`config.mk`:
```
export PLATFORM = sky130hd
export DESIGN_NAME = lhp_front
export DESIGN_NICKNAME = d
export VERILOG_FILES = /design/src/rtl/core/latency_histogram_percentile_assert.svh /design/src/rtl/core/lhp_pkg.sv /design/src/rtl/core/lhp_front.sv
export SDC_FILE = /design/constraint.sdc
export NUM_CORES = 1
export LEC_CHECK = 0
export BUFFER_PORTS_ARGS = -buffer_cell sky130_fd_sc_hd__buf_4
export CORE_MARGIN = 4
export CORE_UTILIZATION = 45
export CTS_CLUSTER_SIZE = 12
export DETAILED_ROUTE_END_ITERATION = 16
export GPL_TIMING_DRIVEN = 0
export PLACE_DENSITY = 0.68
export SYNTH_ARGS = -nofsm -noshare
export SYNTH_HDL_FRONTEND = slang
export SYNTH_SLANG_ARGS = --single-unit
```
`constraint.sdc`:
```
create_clock -name clock -period 5.6 [get_ports clock]
set_clock_uncertainty 0.2 [all_clocks]
set_input_delay 0.84 -clock clock [delete_from_list [all_inputs] [get_ports clock]]
set_output_delay 0.84 -clock clock [all_outputs]
set_load 0.02 [all_outputs]
```
`src/rtl/core/latency_histogram_percentile_assert.svh`:
```
// Assertion macros for the histogram RTL.
`ifndef LATENCY_HISTOGRAM_PERCENTILE_ASSERT_SVH
`define LATENCY_HISTOGRAM_PERCENTILE_ASSERT_SVH
`ifndef NO_ASSERTIONS
`define LHP_ASSERT_IMP(label, clk, rst, a, c) \
   label: assert property (@(posedge clk) disable iff (rst) (a) |-> (c)) else $error("label");
`define LHP_ASSERT_NEXT(label, clk, rst, a, c) \
   label: assert property (@(posedge clk) disable iff (rst) (a) |=> (c)) else $error("label");
`else
`define LHP_ASSERT_IMP(label, clk, rst, a, c)
`define LHP_ASSERT_NEXT(label, clk, rst, a, c)
`endif
`endif

```
`src/rtl/core/lhp_pkg.sv`:
```
// Package with types, codes and the bucket bound table of the latency histogram.
package lhp_pkg;
   localparam int NUM_BUCKETS_DEF = 109;
   localparam int MAX_BUCKETS = 109;
   localparam logic [1:0] REQ_RECORD = 2'd0;
   localparam logic [1:0] REQ_QUERY  = 2'd1;
   localparam logic [1:0] REQ_CLEAR  = 2'd2;
   localparam logic [13:0] PCT_FULL = 14'd10000;

   typedef struct packed {
      logic [1:0]  kind;
      logic [63:0] value;
      logic [13:0] pct;
   } cmd_type;

   function automatic logic [63:0] keep_two_digits(input logic [63:0] x);
      logic [63:0] v;
      logic [63:0] scale;
      v = x;
      scale = 64'd1;
      for (int k = 0; k < 20; k++) begin
         if (v / 64'd10 > 64'd10) begin
            v = v / 64'd10;
            scale = scale * 64'd10;
         end
      end
      return v * scale;
   endfunction

   function automatic logic [63:0] bound_at(input int idx);
      logic [63:0] ip, fp, last, hp, hf, nf, t, t2, cy;
      logic over;
      ip = 64'd2; fp = '0; last = 64'd2; over = 1'b0;
      if (idx == 0) return 64'd1;
      for (int i = 2; i < MAX_BUCKETS; i++) begin
         if (i <= idx && !over) begin
            hp = ip >> 1;
            hf = (fp >> 1) | ({63'd0, ip[0]} << 63);
            nf = fp + hf;
            cy = (nf < fp) ? 64'd1 : 64'd0;
            t = ip + hp;
            if (t < ip) over = 1'b1;
            t2 = t + cy;
            if (t2 < t) over = 1'b1;
            if (!over) begin
               ip = t2;
               fp = nf;
               last = keep_two_digits(ip);
            end
         end
      end
      return last;
   endfunction

   typedef logic [63:0] bound_arr_type [MAX_BUCKETS];

   function automatic bound_arr_type make_bounds();
      bound_arr_type r;
      for (int i = 0; i < MAX_BUCKETS; i++) r[i] = bound_at(i);
      return r;
   endfunction

   localparam bound_arr_type BOUNDS = make_bounds();
endpackage

```
`src/rtl/core/lhp_front.sv`:
```
// Front end: divides record durations, saturates percentiles, queues commands.
module lhp_front import lhp_pkg::*; (
   input  logic        clock,
   input  logic        reset,
   input  logic        req_valid,
   output logic        req_ready,
   input  logic [1:0]  req_type,
   input  logic [63:0] duration,
   input  logic [31:0] event_count,
   input  logic [13:0] percentile_hundredths,
   output logic        cmd_valid,
   input  logic        cmd_ready,
   output cmd_type     cmd
);
   // Divider: restoring, one quotient bit a cycle.
   logic        busy_ff, busy_in;
   logic [6:0]  cnt_ff, cnt_in;
   logic [63:0] quo_ff, quo_in;
   logic [31:0] rem_ff, rem_in;
   logic [31:0] den_ff, den_in;
   logic        fin_ff, fin_in;
   // Two-entry queue.
   cmd_type     q_ff [2];
   cmd_type     q_in [2];
   logic [1:0]  qn_ff, qn_in;
   cmd_type     push_cmd;
   logic        push, pop;
   logic [32:0] trial;

   assign req_ready = !busy_ff && !fin_ff && (qn_ff != 2'd2);
   assign cmd_valid = (qn_ff != 2'd0);
   assign cmd = q_ff[0];
   assign pop = cmd_valid && cmd_ready;
   assign trial = {rem_ff, quo_ff[63]} - {1'b0, den_ff};

   always_comb begin
      busy_in = busy_ff; cnt_in = cnt_ff; quo_in = quo_ff;
      rem_in = rem_ff; den_in = den_ff; fin_in = 1'b0;
      push = 1'b0;
      push_cmd.kind = REQ_RECORD; push_cmd.value = quo_ff; push_cmd.pct = '0;
      if (fin_ff) push = 1'b1;
      if (busy_ff) begin
         if (!trial[32]) begin
            rem_in = trial[31:0];
            quo_in = {quo_ff[62:0], 1'b1};
         end else begin
            rem_in = {rem_ff[30:0], quo_ff[63]};
            quo_in = {quo_ff[62:0], 1'b0};
         end
         cnt_in = cnt_ff - 7'd1;
         if (cnt_ff == 7'd1) begin
            busy_in = 1'b0;
            fin_in = 1'b1;
         end
      end else if (req_valid && req_ready) begin
         if (req_type == REQ_RECORD && event_count > 32'd1) begin
            busy_in = 1'b1; cnt_in = 7'd64; quo_in = duration;
            rem_in = '0; den_in = event_count;
         end else if (req_type inside {REQ_RECORD, REQ_QUERY, REQ_CLEAR}) begin
            push = 1'b1;
            push_cmd.kind = req_type;
            push_cmd.value = duration;
            push_cmd.pct = (percentile_hundredths > PCT_FULL) ? PCT_FULL
                                                              : percentile_hundredths;
         end
      end
      q_in = q_ff;
      qn_in = qn_ff;
      if (pop) begin
         q_in[0] = q_ff[1];
         qn_in = qn_ff - 2'd1;
      end
      if (push) begin
         q_in[qn_in[0]] = push_cmd;
         qn_in = qn_in + 2'd1;
      end
   end

   always_ff @(posedge clock) begin
      if (reset) begin
         busy_ff <= 1'b0; fin_ff <= 1'b0; qn_ff <= '0;
      end else begin
         busy_ff <= busy_in; fin_ff <= fin_in; qn_ff <= qn_in;
      end
      cnt_ff <= cnt_in; quo_ff <= quo_in; rem_ff <= rem_in; den_ff <= den_in;
      q_ff <= q_in;
   end
endmodule

```
# After elaboration in Yosys (flattened, before gate mapping)

Index checks and enable logic that the tools add are counted.

Bits in registers: 299
Input port bits: 116
Output and inout port bits: 82

$add $sub $neg: 4
Order comparisons: 4
Equality and inequality tests: 4
Multiplexer cells: 33
Bitwise operators: 2
Reduce and logical (&&, ||, !) cells: 16

Operator list:

| cell                   | count |
|---|---|
| $mux W80               | 6 |
| $mux W64               | 3 |
| $bwmux W160            | 1 |
| $mux W160              | 1 |
| $mux W32               | 4 |
| $demux W80 S1          | 1 |
| $sub A33 B32 Y33       | 1 |
| $gt A32 B1 Y1 const B  | 1 |
| $mux W7                | 3 |
| $gt A14 B14 Y1 const B | 1 |
| $mux W14               | 1 |
| $mux W1                | 11 |
| $eq A7 B1 Y1 const B   | 1 |
| $sub A7 B1 Y7 const B  | 1 |
| $logic_and A1 B1 Y1    | 6 |
| $reduce_bool A2 Y1     | 3 |
| $mux W2                | 2 |
| $reduce_and A3 Y1      | 1 |
| $reduce_bool A3 Y1     | 1 |
| $add A2 B1 Y2 const B  | 1 |
| $eq A2 B1 Y1 const B   | 1 |
| $eq A2 B2 Y1 const B   | 1 |
| $ge A2 B2 Y1 const B   | 1 |
| $logic_not A1 Y1       | 2 |
| other kinds (8)        | 8 |

# Longest topological paths before layout

Word-level depth: 10
Depth in mapped cells: 14
Depth with buffers taken out: 11

# Worst setup path before layout

OpenSTA, ideal clock, no wires.

Path type: register to register
Start: register qn_ff[0]
End: register cnt_ff[0] (enable)
Library setup time: 465 ps
Data arrival time: 4149 ps
Path slack: 785 ps
Cell stages (with the launch flop): 8
Period minus slack after synthesis: 4815 ps
Path through: dfxtp_1 -> inv_1 -> clkbuf_1 -> ha_1 -> nor3_1 -> nand2_1 -> or3_1 -> nand2_1

Cells in the longest elaborated chain, start to end: 5

Ends and longest elaborated chain:

| what                                | line            | text |
|---|---|---|
| from (decl)                         | lhp_front.sv:25 | `logic [1:0] qn_ff, qn_in;` |
| from (signal assigned)              | lhp_front.sv:83 | `busy_ff <= busy_in; fin_ff <= fin_in; qn_ff <= qn_in;` |
| $ne A2 B2 Y1                        | lhp_front.sv:30 | `assign req_ready = !busy_ff && !fin_ff && (qn_ff != 2'd2);` |
| $logic_and A1 B1 Y1                 | lhp_front.sv:30 |  |
| named net req_ready                 | lhp_front.sv:6  | `output logic req_ready,` |
| $logic_and A1 B1 Y1                 | lhp_front.sv:55 | `end else if (req_valid && req_ready) begin` |
| $reduce_bool A2 Y1 (no source line) | n/a             |  |
| $reduce_and A2 Y1 (no source line)  | n/a             |  |
| to (signal assigned)                | lhp_front.sv:85 | `cnt_ff <= cnt_in; quo_ff <= quo_in; rem_ff <= rem_in; den_ff <= den_in;` |
| to (decl)                           | lhp_front.sv:17 | `logic [6:0] cnt_ff, cnt_in;` |

The timed path passes the listed nets, and every way through them passes these cells.
A chain may end at the register's enable or synchronous reset.

==> summary.md <==
| Metric | Value |
|---|---|
| Critical Path Sink Type | flop |
| DPL Wire Length | ~27000 µm |
| Status | finished clean |
| Fraction of layout cells with a size suffix above 1 | 0.291 |
| GR peak layer | met2 |
| WHS | 0.277 ns |
| Setup TNS | 0 ns |
| Final RePlAce weighted congestion | 0.911 |
| Port Buffer Count | 197 |
| Most frequent cells in the layout | buf_4 (277), edfxtp_1 (215), nand2_1 (199) |
| Clock sink total | 299 |
| Total GRT Usage | 0.206 |
| Max transition margin | 0.132 |
| DR vias | between 10000 and 15000 |
| Area grow syn2layout | 21.8% |
| Largest net degree at the start of global routing | 62 |
| Worst EP required | 5.84 ns |
| Power Total | 0.00873 W |
| Final WS setup | 1.10 ns |
| Most common cell after layout, fill and taps aside | buf_4 |
| DP Worst Slack | 0.501 ns |
| Worst-Margin Slew | 1.30 ns |
| Area leader, netlist | edfxtp_1 |
| CP startpoint kind | flop |
| Worst Hold Class | flop to flop |
| Postcts setup bufs | 0 |
| Minimum clock period | between 4 and 5 ns |
| Number of DRC markers in iteration 0 | 735 |
| Yosys warning total | 0 |
| TritonRoute pass-1 iters | 7 |
| FP Rows | between 60 and 70 |
| Grt total ovfl | 0 |
| Die Width | 189 µm |
| Max-Cap Viols | 0 |
| Seq/Total Area, Yosys | 0.550 |
| Critical path data arrival time | about 4.7 ns |
| Setup CP Type | flop to flop |
| Top FF cell, synth | edfxtp_1 |
| Yosys reg bits | 299 |
| Vias in the first global route | approximately 11000 |
| Pwr dens | 485 nW/µm² |
| Post-route ant nets | 0 |
| CTS clk-pin slew, worst paths | 0.06 ns |
| Core Region | 32500 µm² |
| Initial antenna violation count | 0 |
| Die H | 189 µm |
| Crit Reg-Reg Endpoint | cmd[66] |
| Tcrit/Tclk final | 0.804 |
| H-tree Lvls | 2 |
| Yosys top cell area share | 0.436 |
| Synthesized instance count | approximately 1400 |
| Nets | 1744 |
| N_diodes | 0 |
| Syn avg cell area | about 11 µm² |
| First-pass GRT wire length | 59500 µm |
| Worst setup startpoint | qn_ff[0] |
| Total wire length | 38300 µm |
| Initial core utilization | 0.456 |
| F_max | between 200 and 250 MHz |
| Post-CTS Resized | 0 |
| Hold Violations, Final | 0 |
| EDFF count, synth | 215 |
| Synth unique cells | 60 |
| Top-Level Pins | 198 |
| Final core occ | 0.555 |
| GR Layer Usage met2 | 0.334 |
| Post-cts hold buffer count | 0 |
| Number of buffers created by CTS | 35 |
| Top post-synthesis cells by area | edfxtp_1 (44%), dfxtp_1 (11%), mux2_2 (9.7%) |
| Worst-path maximum fanout | 11 |
| Worst setup path endpoint | cmd[66] |
| R2R cell count | 14 |
| Clk root buf | clkbuf_16 |
| Lkg Pwr | 7.16 nW |
| Clock Tree Buf Depth | 3 |
| Mapped cell area | 14800 µm² |
| Peak supply drop | 0.336 mV |
| Clk Latency, worst-skew pair | 0.52 ns |
| TritonCTS clock tree | yes |
| Grt met3 use | 0.0481 |
| Max Slew Vio Count | 0 |
| R2R setup slack | 1.10 ns |
| Reg2reg start | qn_ff[0] |
| GR Util met1 | 0.279 |
| RSZ-0062 raised after global routing | false |
| Routed wire per std cell | between 15 and 20 µm |
| Post-route DRC | 0 |
| Setup violators final | 0 |
| Syn nets | 1508 |
| Die Area | 35800 µm² |
| Post-synth ARST share | 0 |
| Via density | 5.34 |
-- synthesized netlist by cell type (3+ instances only) --
cell / instances
buf_1: 4
inv_1: 48
edfxtp_1: 215
nand3_1: 19
and2_1: 14
dfxtp_1: 84
nor3_1: 9
or3_1: 4
nand4_1: 12
or4_1: 3
a21oi_1: 61
buf_2: 7
o2111ai_1: 3
xor2_1: 8
mux2_2: 128
nor4_1: 8
xnor2_1: 22
nand2_1: 200
o21a_1: 5
a31oi_1: 70
a211oi_1: 5
ha_1: 37
a211o_1: 3
a221oi_1: 24
nand2b_1: 8
nor2b_1: 7
o311ai_1: 3
clkbuf_1: 59
nor2_1: 120
and3_1: 3
o21bai_1: 6
o21ai_0: 23
buf_4: 80
a21o_1: 15
o211ai_1: 3
-- logic make-up after synthesis --
| group | Yosys count | share of synthesized area |
|---|---|---|
| buffers and inverters | 200 | 0.0722 |
| xor gates and xnor gates | 30 | 0.0178 |
| muxes | 130 | 0.0988 |
| and+or+nand+nor | 417 | 0.121 |
| DFF | 299 | 0.550 |
| AOI/OAI and AO/OA | 240 | 0.107 |
| adders and majority gates | 38 | 0.0327 |
-- critical path: stages, from the launching register on --
cell	delay (ns)
dfxtp_1	0.36
inv_1	0.20
clkbuf_1	0.53
ha_1	0.26
nor3_1	0.07
nand2_1	0.14
nor2_1	0.08
a21oi_2	0.66
nand2_1	0.25
nand2b_1	0.12
buf_2	0.20
clkbuf_1	0.59
clkbuf_1	0.48
nor2_1	0.10
a31oi_1	0.19
-- layout make-up --
class | instances | area [µm²]
Tap cell | 442 | 553
Fill cell | 2748 | 14400
Multi-Input combinational cell | 855 | 5610
Clock buffer | 53 | 1000
Timing Repair Buffer | 199 | 1530
Clock inverter | 11 | 110
Sequential cell | 299 | 8140
Inverter | 49 | 184
Buffer | 151 | 883
-- stage by stage --
stage	instances	cell area [µm²]
finish	2059	18000
global route	2059	18000
CTS	2059	18000
detailed placement	1995	16900
global placement	1993	16800
floorplan	1354	14800
-- per-layer routing --
layer,share of wire,vias up
li1,-,5284
met1,0.44,5333
met2,0.47,316
met3,0.068,72
met4,0.028,0
met5,0,-
-- worst min path at each step --
| stage | slack (ns) | cells after the start | to | from |
|---|---|---|---|---|
| 6_report | 0.28 | 2 | cmd[59] | cmd[59] |
| 5_1_grt | 0.28 | 1 | den_ff[5] | event_count[5] |
| 2_1_floorplan | 0.25 | 2 | cmd[14] | cmd[14] |
| 3_3_place_gp | 0.26 | 2 | cmd[56] | cmd[56] |
| 4_1_cts | 0.28 | 2 | cmd[36] | cmd[36] |
| 3_5_place_dp | 0.27 | 2 | cmd[12] | cmd[12] |
-- report_power, final --
| part | internal (W) | switching, W | total, W |
|---|---|---|---|
| Combinational | 0.00147 | 0.00183 | 0.00330 |
| Clock | 0.00130 | 0.000917 | 0.00222 |
| Sequential | 0.00296 | 0.000259 | 0.00322 |
| Total | 0.00573 | 0.00301 | 0.00873 |
Note: power is estimated with default switching activity, not from simulation.
